<file path="config.mk">
export PLATFORM = sky130hd
export DESIGN_NAME = odo_mul
export DESIGN_NICKNAME = d
export VERILOG_FILES = /design/src/odo_pkg.sv /design/src/odo_mul.sv
export SDC_FILE = /design/constraint.sdc
export NUM_CORES = 2
export LEC_CHECK = 0
export BUFFER_PORTS_ARGS = -buffer_cell sky130_fd_sc_hd__buf_2
export CORE_ASPECT_RATIO = 0.75
export CORE_UTILIZATION = 30
export CTS_BUF_LIST = sky130_fd_sc_hd__clkbuf_2 sky130_fd_sc_hd__clkbuf_4 sky130_fd_sc_hd__clkbuf_8
export DETAILED_ROUTE_END_ITERATION = 10
export PLACE_DENSITY = 0.44
export SYNTH_ARGS = -nofsm -noshare
export SYNTH_HDL_FRONTEND = slang
export SYNTH_SLANG_ARGS = --single-unit
</file>
<file path="constraint.sdc">
create_clock -name clk -period 9.75 [get_ports clk]
set_input_delay 2.4375 -clock clk [delete_from_list [all_inputs] [get_ports clk]]
set_output_delay 2.4375 -clock clk [all_outputs]
set_load 0.01 [all_outputs]
</file>
<file path="src/odo_pkg.sv">
// ----------------------------------------------------------------------------
// odo_pkg: shared types and constants for the wheel odometry core
// widths of the fixed-point fields, the shared multiplier and the rate divider
// ----------------------------------------------------------------------------
package odo_pkg;

    // field widths
    localparam int COUNT_WIDTH_DEF = 32;
    localparam int CFG_W           = 24;
    localparam int ARC_W           = 32;
    localparam int ACC_W           = 48;
    localparam int DT_W            = 20;
    localparam int CFG_IDX_W       = 2;
    localparam int MAG_EXT_W       = 64;

    // register indexes
    localparam logic [CFG_IDX_W-1:0] REG_MM_PER_COUNT     = 2'd0;
    localparam logic [CFG_IDX_W-1:0] REG_INV_TRACK_WIDTH  = 2'd1;
    localparam logic [CFG_IDX_W-1:0] REG_INV_WHEEL_RADIUS = 2'd2;

    // register reset values
    localparam logic [CFG_W-1:0] MM_PER_COUNT_RST     = 24'd18300;
    localparam logic [CFG_W-1:0] INV_TRACK_WIDTH_RST  = 24'd209715;
    localparam logic [CFG_W-1:0] INV_WHEEL_RADIUS_RST = 24'd1048576;

    // shared multiplier: signed a times signed b, registered product
    localparam int MUL_A_W = 34;
    localparam int MUL_B_W = 25;
    localparam int MUL_P_W = MUL_A_W + MUL_B_W;

    // rate path: |arc| * inv_radius, then times 1e6 in two halves
    localparam int US_PER_S  = 1000000;
    localparam int P1_W      = ARC_W + CFG_W;
    localparam int P1_LO_W   = P1_W / 2;
    localparam int P1_HI_W   = P1_W - P1_LO_W;
    localparam int US_W      = 20;
    localparam int HI_PROD_W = P1_HI_W + US_W;
    localparam int LO_PROD_W = P1_LO_W + US_W;
    localparam int N_FULL_W  = P1_W + US_W;

    // rate divider, two quotient bits per cycle
    localparam int DIV_Q_W   = 32;
    localparam int DIV_N_W   = N_FULL_W - CFG_W;
    localparam int DIV_R_W   = DIV_N_W - DIV_Q_W;
    localparam int DIV_STEPS = DIV_Q_W / 2;
    localparam int DIV_CNT_W = $clog2(DIV_STEPS);

    typedef struct packed {
        logic done;
        logic ovf;
    } div_sts_t;

endpackage

</file>
<file path="src/odo_mul.sv">
// ----------------------------------------------------------------------------
// odo_mul: shared signed multiplier
// one product per enabled cycle, held in a register until the next one
// ----------------------------------------------------------------------------
module odo_mul (
    input  logic                                clk,
    input  logic                                en,
    input  logic signed [odo_pkg::MUL_A_W-1:0]  a,
    input  logic signed [odo_pkg::MUL_B_W-1:0]  b,
    output logic signed [odo_pkg::MUL_P_W-1:0]  prod
);
    import odo_pkg::*;

    logic signed [MUL_P_W-1:0] prod_reg;

    always_ff @(posedge clk)
    begin
        if (en)
        begin
            prod_reg <= MUL_P_W'(a) * MUL_P_W'(b);
        end
    end

    assign prod = prod_reg;

endmodule

</file>
==> reports/qor.log <==
qor: outcome.outcome finished, final reports clean
qor: layout.mostFrequentLayoutCell sky130_fd_sc_hd__fa_1
qor: logic_synthesis.ys.warnings.count 0
qor: layout.max_ffs_per_register 59
qor: worst_setup_path.setup.worst_path.end_class register
qor: floorplan.die_area 0.106 sq mm
qor: place.finalWeightedCongestion 0.863
qor: sta.rsz0062_at_grt no
qor: route.firstDrtPassIters 5
qor: global_route.grt_max_degree 60
qor: place.port_buffers 119
qor: logic_synthesis.synth-async-reset-ratio 0%
qor: worst_setup_path.cp_num_cells 24
qor: route.postRouteAntennaNets 0
qor: route.viasPerCell 4.48
qor: min_path.hold_path_depth 2
qor: route.remaining_drc_errors 0
qor: clock_network.tritoncts_clock_tree yes
qor: logic_synthesis.post_synth_instance_area 0.0315 sq mm
qor: worst_setup_path.critical_path_arrival 9.34 ns
qor: clock_network.clkSinkCount 59
qor: logic_synthesis.postSynthRegisterBits 59
qor: sta.fmax 0.109 GHz
qor: worst_setup_path.crit_path_frequent_cell sky130_fd_sc_hd__fa_1
qor: clock_network.cts.clk_slew.worst_paths 0.08 ns
qor: clock_network.tritoncts.num_buffers 9
qor: sta.tightestPinTransition 0.846 ns
qor: sta.final_period_minus_worst_setup_slack 9.20 ns
qor: layout.layout_common_cells sky130_fd_sc_hd__fa_1, sky130_fd_sc_hd__inv_1, sky130_fd_sc_hd__nand2_1, sky130_fd_sc_hd__and2_1, sky130_fd_sc_hd__ha_1
qor: global_route.grt_overflow 0
qor: layout.drive_above_1_share 7.77%
qor: logic_synthesis.post_synth_inst_count 3272
qor: layout.final_nets 4426
qor: global_route.grt_util_all_layers 19.4%
qor: floorplan.chipWidth 376 microns
qor: route.detail_route.wirelength 97700 microns
qor: layout.area.growth.synth_to_final 8.61%
qor: clock_network.cts_post_setup_buffers_inserted 0
qor: logic_synthesis.dominantRegCellSynth sky130_fd_sc_hd__edfxtp_1
qor: worst_setup_path.timing_worst_setup_path_type in2reg
qor: floorplan.num_io_pins 120
qor: sta.final.period_utilization 94.4%
qor: clock_network.clk_tree_root_cell sky130_fd_sc_hd__clkbuf_8
qor: worst_setup_path.crit_chain buf_2 -> nand2_1 -> fa_1 -> inv_1 -> fa_1 -> inv_1 -> fa_1 -> fa_1 -> inv_1 -> fa_1 -> fa_1 -> inv_1 -> fa_1 -> inv_1 -> ha_1 -> a21oi_1 -> o21ai_1 -> a21oi_1 -> o21bai_1 -> a31oi_1 -> o21a_2 -> nor3_1 -> o221ai_1 -> xnor2_1
qor: logic_synthesis.synth_nets 4357
qor: min_path.hp-class in2reg
qor: route.initialDrtViolationCount 1415
qor: floorplan.start_util 30.4%
qor: route.total_via_count_in_the_routed_design 21300
qor: global_route.wire_length_of_the_first_global_routing_pass 153000 microns
qor: job.drv_cap 0
qor: floorplan.fp.dieH 283 microns
qor: global_route.via_count_of_the_first_global_routing_pass 22600
qor: sta.final-setup-viol-count 0
qor: floorplan.fp-row-count 102
qor: place.place.detailed.hpwl 85000 microns
qor: worst_setup_path.critical_path.max_stage_delay 0.57 ns
qor: worst_setup_path.worst_setup_path_start_kind input port
qor: logic_synthesis.share_of_the_yosys_chip_area_belonging_to_registers 5.62%
qor: clock_network.clock_tree.htree_level_count 3
qor: clock_network.cts_resized 0
qor: sta.finalHoldViolations 0
qor: logic_synthesis.syn-mean-instance-area 9.63 sq um
qor: route.routed_wire_length_per_instance 20.6 microns
qor: worst_setup_path.worst_path_max_delay_cell sky130_fd_sc_hd__fa_1
qor: worst_setup_path.timing.critical_path.buf_inv 6
qor: sta.maxSlewHeadroom 43.6%
qor: floorplan.floorplan.core_area 0.104 sq mm
qor: clock_network.cts.path.max_buffers 2
qor: worst_setup_path.required 9.88 ns
qor: worst_setup_path.cpLargestDelayFamily adder cells
qor: logic_synthesis.number_of_flops_mapped_to_enable_cells_by_yosys 59
qor: layout.fillers 10900
qor: global_route.initial_antenna_violation_count 11
qor: sta.setup-tns-final 0 ns
qor: sta.slew_viol_final 0
qor: logic_synthesis.netlist-cell-type-count 65
qor: worst_setup_path.maximum_fanout_along_the_worst_path 25
qor: clock_network.postCtsHoldBufs 0
==> cell usage after synthesis, drive strengths merged, types with 7 or more instances <==
cell type / count / area (sq um)
fa: 865 / 17300
inv: 811 / 3040
nand2: 431 / 1620
and2: 425 / 2660
ha: 159 / 1990
clkbuf: 157 / 589
edfxtp: 59 / 1770
a21oi: 57 / 289
xnor2: 52 / 455
nor2b: 31 / 194
nor2: 25 / 96.4
o21ai: 24 / 120
a21o: 22 / 165
xor2: 15 / 131
and3: 14 / 87.6
o21bai: 13 / 97.6
a31oi: 11 / 83.8
nand2b: 11 / 68.8
nand3: 10 / 55.1
nand4: 8 / 56.3
o211ai: 7 / 57.6
==> metrics by stage <==
step	util (%)	hold slack, ns	cells	setup slack [ns]	area [sq um]
floorplan	-	2.55	3272	1.03	31500
global placement	32.9	2.85	4734	0.183	34000
detailed placement	32.9	2.85	4734	0.206	34000
CTS	33.0	2.77	4750	0.589	34200
global route	33.0	2.78	4751	0.193	34200
finish	33.0	2.78	4751	0.546	34200
==> layer usage <==
metal | share of wire [%] | global-route usage [%]
met4 | 0.66 | 1.86
met1 | 56 | 33.9
met2 | 35 | 23.5
met5 | 0.046 | 0
met3 | 7.8 | 4.32
==> worst paths after layout <==
| check | start | endpoint | slack [ns] |
|---|---|---|---|
| max | a[14] | prod[55]$_DFFE_PP_ | 0.55 |
| min | en | prod[4]$_DFFE_PP_ | 2.78 |
==> cells by family (layout without fill, tap and decap cells) <==
logic type               Yosys count  count (layout)  share of synthesized area (%)
adder cells (fa/ha/maj)         1024            1024                           61.2
multiplexers                       1               1                         0.0357
buffers and inverters            973            1047                           11.6
other                              0               1                              0
flip-flops                        59              59                           5.62
XOR/XNOR                          67              67                           1.86
AO/OA/AOI/OAI                    173             173                           3.81
AND/OR/NAND/NOR                  975             975                           15.8
==> layout make-up <==
class / count / area [sq um] / area share (%)
Multi-Input combinational cell: 2240 / 26100 / 76.2
Inverter: 811 / 3040 / 8.89
Sequential cell: 59 / 1770 / 5.17
Tap cell: 1404 / 1760 / 5.13
Timing Repair Buffer: 220 / 1380 / 4.03
Clock buffer: 9 / 124 / 0.362
Clock inverter: 7 / 67.6 / 0.197
Antenna cell: 1 / 2.50 / 0.00731
Power is not shown: default switching activity piles up to over one toggle a cycle in this logic, so the estimate is an artifact.
