[src/odo_pkg.sv]
// ----------------------------------------------------------------------------
// odo_pkg: shared types and constants for the wheel odometry core
// widths of the fixed-point fields, the shared multiplier and the rate divider
// ----------------------------------------------------------------------------
package odo_pkg;

    // field widths
    localparam int COUNT_WIDTH_DEF = 32;
    localparam int CFG_W           = 24;
    localparam int ARC_W           = 32;
    localparam int ACC_W           = 48;
    localparam int DT_W            = 20;
    localparam int CFG_IDX_W       = 2;
    localparam int MAG_EXT_W       = 64;

    // register indexes
    localparam logic [CFG_IDX_W-1:0] REG_MM_PER_COUNT     = 2'd0;
    localparam logic [CFG_IDX_W-1:0] REG_INV_TRACK_WIDTH  = 2'd1;
    localparam logic [CFG_IDX_W-1:0] REG_INV_WHEEL_RADIUS = 2'd2;

    // register reset values
    localparam logic [CFG_W-1:0] MM_PER_COUNT_RST     = 24'd18300;
    localparam logic [CFG_W-1:0] INV_TRACK_WIDTH_RST  = 24'd209715;
    localparam logic [CFG_W-1:0] INV_WHEEL_RADIUS_RST = 24'd1048576;

    // shared multiplier: signed a times signed b, registered product
    localparam int MUL_A_W = 34;
    localparam int MUL_B_W = 25;
    localparam int MUL_P_W = MUL_A_W + MUL_B_W;

    // rate path: |arc| * inv_radius, then times 1e6 in two halves
    localparam int US_PER_S  = 1000000;
    localparam int P1_W      = ARC_W + CFG_W;
    localparam int P1_LO_W   = P1_W / 2;
    localparam int P1_HI_W   = P1_W - P1_LO_W;
    localparam int US_W      = 20;
    localparam int HI_PROD_W = P1_HI_W + US_W;
    localparam int LO_PROD_W = P1_LO_W + US_W;
    localparam int N_FULL_W  = P1_W + US_W;

    // rate divider, two quotient bits per cycle
    localparam int DIV_Q_W   = 32;
    localparam int DIV_N_W   = N_FULL_W - CFG_W;
    localparam int DIV_R_W   = DIV_N_W - DIV_Q_W;
    localparam int DIV_STEPS = DIV_Q_W / 2;
    localparam int DIV_CNT_W = $clog2(DIV_STEPS);

    typedef struct packed {
        logic done;
        logic ovf;
    } div_sts_t;

endpackage

[src/odo_div.sv]
// ----------------------------------------------------------------------------
// odo_div: iterative unsigned divider for the wheel rates
// restoring division, two quotient bits per cycle, overflow flag when the
// quotient does not fit
// ----------------------------------------------------------------------------
module odo_div (
    input  logic                               clk,
    input  logic                               rst_n,
    input  logic                               start,
    input  logic [odo_pkg::DIV_N_W-1:0]        dividend,
    input  logic [odo_pkg::DIV_R_W-1:0]        divisor,
    output logic [odo_pkg::DIV_Q_W-1:0]        quotient,
    output odo_pkg::div_sts_t                  sts
);
    import odo_pkg::*;

    logic                 busy_reg;
    logic                 done_reg;
    logic                 ovf_reg;
    logic [DIV_CNT_W-1:0] count_reg;
    logic [DIV_R_W-1:0]   rem_reg;
    logic [DIV_Q_W-1:0]   bits_reg;

    logic [DIV_R_W:0]     t1;
    logic [DIV_R_W:0]     t2;
    logic [DIV_R_W:0]     d1;
    logic [DIV_R_W:0]     d2;
    logic                 ge1;
    logic                 ge2;
    logic [DIV_R_W-1:0]   r1;
    logic [DIV_R_W-1:0]   rem_next;
    logic [DIV_Q_W-1:0]   bits_next;

    // two dependent restoring steps
    always_comb
    begin
        t1        = {rem_reg, bits_reg[DIV_Q_W-1]};
        d1        = t1 - {1'b0, divisor};
        ge1       = (t1 >= {1'b0, divisor});
        r1        = ge1 ? d1[DIV_R_W-1:0] : t1[DIV_R_W-1:0];
        t2        = {r1, bits_reg[DIV_Q_W-2]};
        d2        = t2 - {1'b0, divisor};
        ge2       = (t2 >= {1'b0, divisor});
        rem_next  = ge2 ? d2[DIV_R_W-1:0] : t2[DIV_R_W-1:0];
        bits_next = {bits_reg[DIV_Q_W-3:0], ge1, ge2};
    end

    always_ff @(posedge clk or negedge rst_n)
    begin
        if (!rst_n)
        begin
            busy_reg  <= 1'b0;
            done_reg  <= 1'b0;
            ovf_reg   <= 1'b0;
            count_reg <= '0;
        end
        else
        begin
            done_reg <= 1'b0;
            if (start)
            begin
                busy_reg  <= 1'b1;
                ovf_reg   <= (dividend[DIV_N_W-1:DIV_Q_W] >= divisor);
                count_reg <= DIV_CNT_W'(DIV_STEPS - 1);
            end
            else if (busy_reg)
            begin
                count_reg <= count_reg - 1'b1;
                if (count_reg == '0)
                begin
                    busy_reg <= 1'b0;
                    done_reg <= 1'b1;
                end
            end
        end
    end

    // partial remainder and dividend bits, quotient shifts in from the bottom
    always_ff @(posedge clk)
    begin
        if (start)
        begin
            rem_reg  <= dividend[DIV_N_W-1:DIV_Q_W];
            bits_reg <= dividend[DIV_Q_W-1:0];
        end
        else if (busy_reg)
        begin
            rem_reg  <= rem_next;
            bits_reg <= bits_next;
        end
    end

    assign quotient = bits_reg;
    assign sts.done = done_reg;
    assign sts.ovf  = ovf_reg;

endmodule
[config.mk]
export PLATFORM = sky130hd
export DESIGN_NAME = odo_div
export DESIGN_NICKNAME = d
export VERILOG_FILES = /design/src/odo_pkg.sv /design/src/odo_div.sv
export SDC_FILE = /design/constraint.sdc
export NUM_CORES = 1
export LEC_CHECK = 0
export BUFFER_PORTS_ARGS = -buffer_cell sky130_fd_sc_hd__buf_2
export CAP_MARGIN = 20
export CELL_PAD_IN_SITES_DETAIL_PLACEMENT = 1
export CELL_PAD_IN_SITES_GLOBAL_PLACEMENT = 1
export CORE_MARGIN = 2
export CORE_UTILIZATION = 39
export DETAILED_ROUTE_END_ITERATION = 8
export PLACE_DENSITY_LB_ADDON = 0.1
export SYNTH_ARGS = -nofsm -noshare
export SYNTH_HDL_FRONTEND = slang
export SYNTH_SLANG_ARGS = --single-unit
[constraint.sdc]
create_clock -name clk -period 4.9 [get_ports clk]
set_clock_uncertainty 0.15 [all_clocks]
set_input_delay 0.245 -clock clk [delete_from_list [all_inputs] [get_ports clk]]
set_output_delay 0.245 -clock clk [all_outputs]
set_load 0.05 [all_outputs]
==> metrics.md, run 1 <==
| Metric | Value |
|---|---|
| Core area | `0.0133 mm^2` |
| Total global routing overflow | `0` |
| Yosys warns | `0` |
| Max reg flops | `32` |
| Final Non-Filler Cells | `between 900 and 1000` |
| Cell total after placement | `about 910` |
| H-tree depth | `3` |
| Register area share after synthesis | `32.7%` |
| Die Area | `0.0146 mm^2` |
| Layout cells sized above 1 | `between 40% and 50%` |
| Initial antenna violation count | `0` |
| First-pass GRT wire length | `28200 um` |
| Critical-path top delay cell | `or4_4` |
| Worst hold path cell count | `2` |
| Clock sink count | `59` |
| Synth Instances | `around 560` |
| Post-Syn Nets | `702` |
| Worst flop-to-flop path startpoint | `rem_reg[16]` |
| Largest net degree at the start of global routing | `39` |
| Commonest non-fill, non-tap cell in the layout | `buf_2` |
| CTS Root Cell | `clkbuf_16` |
| Total track usage | `approximately a quarter` |
| Worst setup path class | `flip-flop to flip-flop` |
| Pre-Repair DR Iteration Count | `4` |
| Vias in the first global route | `5543` |
| Reg-to-reg setup timing slack | `0.06 ns` |
| WP data required | `4.84 ns` |
| Die width | `121 um` |
| Startpoint Class | `flip-flop` |
| Worst r2r dst | `rem_reg[15]` |
| Die height | `121 um` |
| Endpoints failing hold | `0` |
| Final period util | `98.8%` |
| IO Count | `109` |
| RSZ-0062 raised after global routing | `true` |
| Initial Util | `between 30 and 40%` |
| # DRC | `0` |
| Worst-path fanout max | `6` |
| Mapped Area | `between 0.005 and 0.006 mm^2` |
| #FFs+latches synth | `59` |
| Final WL | `between 15000 and 20000 um` |
| # diodes | `0` |
| WL per Instance | `19.7 um` |
| Total CTS buffers | `9` |
| # rows | `42` |
| Hold Path End | `quotient[6]` |
| Average size of a mapped cell | `approximately 9.4 um^2` |
| Min-delay worst type | `input pin to flip-flop` |
| Outcome | `finished, final reports clean` |
| DPL Wire Length | `between 10000 and 15000 um` |
| EDFF count, synth | `52` |
| Commonest non-fill, non-tap cells in the layout | `buf_2, buf_4, nand2_1` |
| Critical path, cell by cell | `ha_1, a21o_1, or4_4, a31o_1, o221ai_4, buf_12, mux2_4, ha_4, o21a_1, o31a_1, o41ai_4, buf_4, a211oi_4, o21a_1, o21a_1, nor3_2, nor3_2, a221o_1` |
| P&R area growth vs syn | `39.8%` |
| Max incr delay on CP | `0.50 ns` |
| Library cells used by synthesis | `63` |
| Post-synth top flop | `edfxtp_1` |
| Setup crit end kind | `flip-flop` |
| Min-delay src | `dividend[6]` |
| Worst path arrival time | `4.79 ns` |
| Final Net Count | `898` |
| CP dominant cell by count | `o21a_1` |
| Vias per inst | `5.56` |
| Slew headroom | `37.4%` |
| Total of max-cap violations | `0` |
| Count of final setup violators | `0` |
| Pins Over Slew Limit | `0` |
| Async SR Flop Fraction | `about an eighth` |
| Drt initial violations | `220` |
| Minimum clock period | `4.84 ns` |
| RePlAce Congestion | `about 0.84` |
| Buffers on Ports | `108` |
| Worst skew pair latency | `0.34 ns` |
| Fmax | `0.207 GHz` |
| Worst reg2reg path depth | `18` |
| Max clock buf depth | `2` |
| Antenna Violating Nets Remaining | `0` |
| Slew @ Worst Pin | `0.938 ns` |
| Via Count | `around 5200` |
| Clock-pin slew of the registers on the worst-case setup and hold paths | `0.06 ns` |
| CTS tree | `yes` |
==> synthesized netlist by cell type, types with 2 or more instances <==
cell	instances	area share, %
nand2b_1	4	0.47
o221ai_1	3	0.49
nor3b_1	2	0.28
a21o_1	19	2.7
o31ai_1	4	0.57
xnor2_1	20	3.3
nand2_1	58	4.1
buf_6	2	0.42
or2_2	2	0.24
nand3_1	10	0.94
mux2_2	36	7.6
o21a_1	10	1.4
a2bb2oi_1	14	2.3
o41ai_1	2	0.33
o21ai_0	34	3.2
a21oi_2	2	0.33
edfxtp_1	52	29
buf_1	2	0.14
dfrtp_1	7	3.3
a211oi_1	7	0.99
buf_2	3	0.28
a2111oi_0	2	0.33
a211o_1	2	0.33
nor2b_1	4	0.47
nand4_1	7	0.82
ha_1	61	14
and3_1	4	0.47
mux2i_1	2	0.38
o211a_1	2	0.38
o21ai_1	2	0.19
clkbuf_1	12	0.85
fa_1	2	0.75
nand3b_1	2	0.28
xor2_1	11	1.8
inv_1	31	2.2
a31o_2	2	0.33
buf_4	2	0.28
a21oi_1	52	4.9
nor2_1	34	2.4
o211ai_1	3	0.42
nor3_1	12	1.1
==> metrics by stage <==
stage | hold WS, ns | cell area (um^2) | TNS, ns | setup WS (ns) | util, %
floorplan | -0.201 | 5320 | -0.0385 | -0.0385 | -
CTS | 0.0488 | 7050 | 0 | 0.00125 | 53.0
global route | 0.0631 | 7420 | -0.264 | -0.0778 | 55.8
finish | 0.0540 | 7420 | 0 | 0.0581 | 55.8
detailed placement | -0.0519 | 6610 | -2.36 | -0.292 | 49.7
global placement | -0.0661 | 6610 | -0.0302 | -0.0302 | 49.7
==> cell type report <==
class                   count  area (um^2)
clock buffers               9          225
clock inverters             7         85.1
fillers                  1547         5870
inverters                  31          116
multi-input cells         453         3690
flip-flops and latches     59         1740
well taps                 176          220
repair buffers            206         1350
==> worst max path at each step <==
stage	startpoint	slack (ns)	depth (start not counted)	end
CTS	rem_reg[15]	0.001	21	rem_reg[15]
floorplan	rem_reg[13]	-0.04	20	rem_reg[1]
global route	quotient[31]	-0.08	22	rem_reg[15]
detailed placement	rem_reg[15]	-0.29	19	rem_reg[18]
finish	rem_reg[16]	0.06	18	rem_reg[15]
global placement	divisor[16]	-0.03	21	rem_reg[18]
==> per-layer routing <==
metal	GRT usage, %	wire [um]	vias up	part of all wire, %
met5	0	0	-	0
met4	5.96	329	0	1.8
met3	4.01	919	26	5.0
met2	43.7	9300	159	50
met1	31.9	8000	2545	43
li1	-	-	2504	-
==> critical path: cells and delay by family (launching register included) <==
kind / cells / cell delay, ns
AO/OA/AOI/OAI: 10 / 2.09
adder cells (fa/ha/maj): 2 / 0.48
buffers and inverters: 2 / 0.37
flip-flops: 1 / 0.41
multiplexers: 1 / 0.33
AND/OR/NAND/NOR: 3 / 0.76
==> repair_timing <==
item                                   CTS  global route
resized for setup                       21            48
setup endpoints to repair               21            21
hold buffers                             1             0
endpoints found under the hold margin    7             0
pin swaps                                3            25
gates cloned                             0             1
setup buffers                            2            12
==> cell families after synthesis <==
| logic type | count (synthesis) | share of synthesized area [%] |
|---|---|---|
| mux | 38 | 8.01 |
| compound gates | 174 | 22.1 |
| flops | 59 | 32.7 |
| fa+ha+maj | 63 | 15.1 |
| buf+inv | 52 | 4.17 |
| simple gates | 147 | 12.8 |
| xor+xnor | 31 | 5.11 |
Power of run 1 is not shown: default switching activity piles up to over one toggle a cycle in this logic, so the estimate is an artifact.
==> run 2: changes to the inputs <==
- CORE_ASPECT_RATIO: default -> 1.25
==> metrics.md, run 2 (synthesized netlist as in run 1, its figures left out) <==
| Metric | Value |
|---|---|
| Worst path arrival time | `4.74 ns (-0.05 ns)` |
| Pre-Repair DR Iteration Count | `4 (unchanged)` |
| CTS Root Cell | `clkbuf_16` |
| Reg-to-reg setup timing slack | `0.09 ns (+0.04 ns)` |
| First-pass GRT wire length | `27900 um (-1.1%)` |
| Final setup margin | `0.0950 ns (+0.0368 ns)` |
| Final period util | `98.1% (-0.75 points)` |
| Commonest non-fill, non-tap cells in the layout | `buf_2, buf_4, nand2_1` |
| Total of max-cap violations | `0 (unchanged)` |
| Worst-path fanout max | `8 (+2)` |
| Die Area | `0.0146 mm^2 (about the same)` |
| Critical path origin | `rem_reg[1]` |
| Vias in the first global route | `5620 (+1.4%)` |
| Drt initial violations | `176 (-20%)` |
| Slew @ Worst Pin | `0.923 ns (-0.0157 ns)` |
| Min-delay worst type | `input pin to flip-flop` |
| Setup_tns | `0 ns (unchanged)` |
| Place WS | `-0.188 ns (+0.104 ns)` |
| Initial antenna violation count | `0 (unchanged)` |
| Die height | `134 um (+11%)` |
| Cell total after placement | `891 (-2.0%)` |
| Worst reg2reg path depth | `21 (+3)` |
| Vias per inst | `5.62 (+1.1%)` |
| Max reg flops | `32 (unchanged)` |
| Worst skew pair latency | `0.33 ns (about the same)` |
| Max clock buf depth | `2 (unchanged)` |
| Total global routing overflow | `0 (unchanged)` |
| Count of final setup violators | `0 (unchanged)` |
| Antenna Violating Nets Remaining | `0 (unchanged)` |
| Clock-pin slew of the registers on the worst-case setup and hold paths | `0.06 ns (about the same)` |
| IO Count | `109 (unchanged)` |
| Pins Over Slew Limit | `0 (unchanged)` |
| P&R area growth vs syn | `41.3%` |
| Worst hold path cell count | `3 (+1)` |
| Gr busiest metal | `met2` |
| M3 GR Usage | `4.54% (+0.53 points)` |
| Met2 Use GR | `46.4% (+2.7 points)` |
| Slew headroom | `38.4% (+1.0 points)` |
| RePlAce Congestion | `0.859 (+2.3%)` |
| Hold Slack | `0.0508 ns (-0.00317 ns)` |
| Via Count | `5241 (+0.13%)` |
| Layout cells sized above 1 | `41.1% (-0.31 points)` |
| Fmax | `0.208 GHz (+0.77%)` |
| WP data required | `4.84 ns (about the same)` |
| H-tree depth | `3 (unchanged)` |
| Setup crit end kind | `flip-flop` |
| Commonest non-fill, non-tap cell in the layout | `buf_2` |
| Startpoint Class | `flip-flop` |
| Buffers on Ports | `108 (unchanged)` |
| Worst setup path class | `flip-flop to flip-flop` |
| Worst flop-to-flop path startpoint | `rem_reg[1]` |
| Final Non-Filler Cells | `932 (-0.96%)` |
| Largest net degree at the start of global routing | `59 (+51%)` |
| WL per Instance | `19.6 um (-0.45%)` |
| Die width | `108 um (-10%)` |
| Total track usage | `24.9% (about the same)` |
| Clock sink count | `59 (unchanged)` |
| DPL Wire Length | `13500 um (-2.6%)` |
| Core area | `0.0133 mm^2 (about the same)` |
| Minimum clock period | `4.81 ns (-0.0368 ns)` |
| Initial Util | `40.0% (about the same)` |
| Setup crit end | `rem_reg[15]` |
| Worst r2r dst | `rem_reg[15]` |
| # DRC | `0 (unchanged)` |
| Met1 usage | `28.6% (-3.3 points)` |
| Final WL | `18300 um (-1.4%)` |
| # diodes | `0 (unchanged)` |
| CTS tree | `yes` |
| Outcome | `finished, final reports clean` |
| Final Net Count | `894 (-0.45%)` |
| # rows | `47 (+12%)` |
| Total CTS buffers | `9 (unchanged)` |
| Endpoints failing hold | `0 (unchanged)` |
run 2: stage by stage:
stage          instance area [um^2]  util, %
2_1_floorplan                  5320        -
3_3_place_gp                   6520     49.1
3_5_place_dp                   6520     49.1
4_1_cts                        7110     53.5
5_1_grt                        7500     56.5
6_report                       7500     56.5
run 2: how the worst min path moves through the flow:
| stage | startpoint | slack, ns | end |
|---|---|---|---|
| after global placement | rst_n | -0.05 | done_reg |
| final | dividend[1] | 0.05 | quotient[1] |
| after global routing | dividend[17] | 0.06 | quotient[17] |
| after CTS | dividend[1] | 0.05 | quotient[1] |
| after floorplan | rst_n | -0.20 | busy_reg |
| after detailed placement | rst_n | -0.04 | busy_reg |
run 2: cell type report:
class,instances,area [um^2]
clock buffer,12,256
clock inverter,4,97.6
fill,1580,5790
inverter,31,116
multi-input combinational,453,3740
sequential,59,1740
tap,171,214
timing repair buffer,202,1340
run 2: critical path: stages, from the launching register on:
cell	delay [ns]
edfxtp_1	0.45
ha_4	0.34
nand2_2	0.07
o21ai_4	0.22
a211oi_4	0.12
o31ai_4	0.35
o221ai_4	0.19
buf_12	0.17
buf_8	0.13
buf_6	0.11
nand2_1	0.07
o21ai_2	0.07
ha_1	0.31
or4_4	0.55
o21ai_4	0.09
buf_6	0.12
a211oi_2	0.05
o21a_1	0.22
o21a_1	0.22
nor3_2	0.15
nor3_1	0.06
a221o_1	0.31
run 2: layer usage:
metal  share of wire [%]  wire (um)  vias to the layer above
met5                   0          0                        -
met4                 1.8        323                        0
met3                 4.8        876                       20
met2                  53       9690                      136
met1                  41       7410                     2587
li1                    -          -                     2498
run 2: what timing repair did:
item | 4_1_cts | 5_1_grt
hold buffers | 1 | 0
setup endpoints to repair | 21 | 21
gates cloned | 1 | 0
hold endpoints to repair | 7 | 0
setup buffers | 10 | 15
gates resized for setup | 23 | 60
pin swaps | 8 | 34
Power of run 2 is left out for the same reason.
==> run 3: changes to the inputs <==
- BUFFER_PORTS_ARGS: -buffer_cell sky130_fd_sc_hd__buf_2 -> default
- CORE_UTILIZATION: 39 -> 45
- DONT_BUFFER_PORTS: default -> 1
==> metrics.md, run 3 (synthesized netlist as in run 1, its figures left out) <==
| Metric | Value |
|---|---|
| Commonest non-fill, non-tap cell in the layout | `buf_4` |
| Setup crit end kind | `flip-flop` |
| Minimum clock period | `4.81 ns (+0.00402 ns)` |
| Initial Util | `45.9% (+6.0 points)` |
| Slew @ Worst Pin | `0.964 ns (+0.0418 ns)` |
| Core area | `0.0116 mm^2 (-13%)` |
| Reg-to-reg setup timing slack | `0.09 ns (about the same)` |
| Total global routing overflow | `0 (unchanged)` |
| H-tree depth | `3 (unchanged)` |
| Area of the multi-input gates | `0.00360 mm^2 (-3.7%)` |
| Startpoint Class | `flip-flop` |
| Min-delay worst type | `input pin to flip-flop` |
| Area post-placement | `0.00590 mm^2 (-9.5%)` |
| Die Area | `0.0127 mm^2 (-13%)` |
| Pre-Repair DR Iteration Count | `4 (unchanged)` |
| Via Count | `4919 (-6.1%)` |
| Clock-pin slew of the registers on the worst-case setup and hold paths | `0.06 ns (about the same)` |
| Max reg flops | `32 (unchanged)` |
| # DRC | `0 (unchanged)` |
| Endpoints failing hold | `2 (+2)` |
| # rows | `44 (-6.4%)` |
| Count of final setup violators | `0 (unchanged)` |
| Vias per inst | `6.06 (+7.7%)` |
| Layout fillers | `1293 (-18%)` |
| CTS tree | `yes` |
| Outcome | `finished, violations left` |
| Vias in the first global route | `5521 (-1.8%)` |
| Layout cells sized above 1 | `25.1% (-16 points)` |
| Max clock buf depth | `2 (unchanged)` |
| Hold Slack | `-0.00388 ns (-0.0547 ns)` |
| Storage cell area | `0.00174 mm^2 (unchanged)` |
| CTS Root Cell | `clkbuf_16` |
| Final period util | `98.1% (about the same)` |
| Fmax | `0.208 GHz (about the same)` |
| Final WL | `18700 um (+2.1%)` |
| Antenna Violating Nets Remaining | `0 (unchanged)` |
| Clock sink count | `59 (unchanged)` |
| WL per Instance | `23.0 um (+17%)` |
| Worst path arrival time | `4.73 ns (about the same)` |
| Initial antenna violation count | `1 (+1)` |
| Die width | `101 um (-6.7%)` |
| Worst skew pair latency | `0.34 ns (about the same)` |
| Violated checks | `negative hold slack` |
| Buffers on Ports | `0 (-100%)` |
| Total track usage | `30.0% (+5.1 points)` |
| IO Count | `109 (unchanged)` |
| Worst setup path class | `flip-flop to flip-flop` |
| Total of max-cap violations | `0 (unchanged)` |
| Commonest non-fill, non-tap cells in the layout | `buf_4, nand2_1, ha_1` |
| Drt initial violations | `200 (+14%)` |
| First-pass GRT wire length | `29000 um (+3.7%)` |
| RePlAce Congestion | `0.833 (-3.1%)` |
| P&R area growth vs syn | `31.5%` |
| Final Net Count | `806 (-9.8%)` |
| DPL Wire Length | `12800 um (-5.1%)` |
| Slew headroom | `35.6% (-2.8 points)` |
| Die height | `125 um (-6.7%)` |
| Worst-path fanout max | `9 (+1)` |
| Total CTS buffers | `9 (unchanged)` |
| WP data required | `4.82 ns (-0.02 ns)` |
| Pins Over Slew Limit | `0 (unchanged)` |
| Fin area | `0.00699 mm^2 (-6.9%)` |
| Largest net degree at the start of global routing | `39 (-34%)` |
[run 3: area by class of cell]
cell class              count  share of cell area, %
multi-input cells         453                   51.6
flip-flops and latches     59                   24.9
repair buffers            114                   15.0
clock buffers              12                   3.67
well taps                 138                   2.47
inverters                  31                   1.67
clock inverters             4                  0.716
diodes                      1                 0.0358
[run 3: path summary, 6_finish.rpt]
path,startpoint,to,cells past startpoint
setup / recovery,rem_reg[17],rem_reg[18],19
hold / removal,start,rem_reg[1],1
setup reg to reg,rem_reg[17],rem_reg[18],19
hold reg to reg,count_reg[3],count_reg[3],2
max in group asynchronous,rst_n,busy_reg,1
min in group asynchronous,rst_n,ovf_reg,1
[run 3: critical path: stages (launching register included)]
cell	delay, ns
edfxtp_1	0.46
ha_4	0.27
a21o_1	0.20
or4_4	0.52
a31o_1	0.24
o221ai_4	0.16
buf_12	0.15
buf_6	0.13
mux2_4	0.33
ha_4	0.30
nand4_1	0.15
nor3_2	0.24
nand3b_1	0.16
o221ai_2	0.10
a21bo_2	0.22
o211a_1	0.14
buf_6	0.16
buf_12	0.13
a21oi_1	0.22
a2bb2oi_1	0.11
[run 3: metrics by stage]
stage | setup TNS, ns | worst slack [ns] | instances | utilization, %
floorplan | -0.0385 | -0.0385 | 564 | -
global placement | -1.11 | -0.154 | 745 | 51.0
detailed placement | -2.74 | -0.249 | 745 | 51.0
CTS | 0 | 0.0233 | 809 | 59.0
global route | -0.0305 | -0.0261 | 812 | 60.4
finish | 0 | 0.0909 | 812 | 60.4
[run 3: what timing repair did]
action / 4_1_cts / 5_1_grt
buffers inserted: 4 / 2
resized for setup: 22 / 34
hold buffers: 44 / 0
gates cloned: 0 / 0
endpoints found under the setup margin: 21 / 21
hold endpoints to repair: 50 / 0
pin swaps: 5 / 15
[run 3: routing by layer]
metal	part of all wire [%]	track usage, %	up-vias
met4	3.8	11.1	0
met2	54	55.4	150
met3	4.8	6.65	49
met5	0	0	-
met1	38	32.8	2407
li1	-	-	2313
Power of run 3 is left out for the same reason.
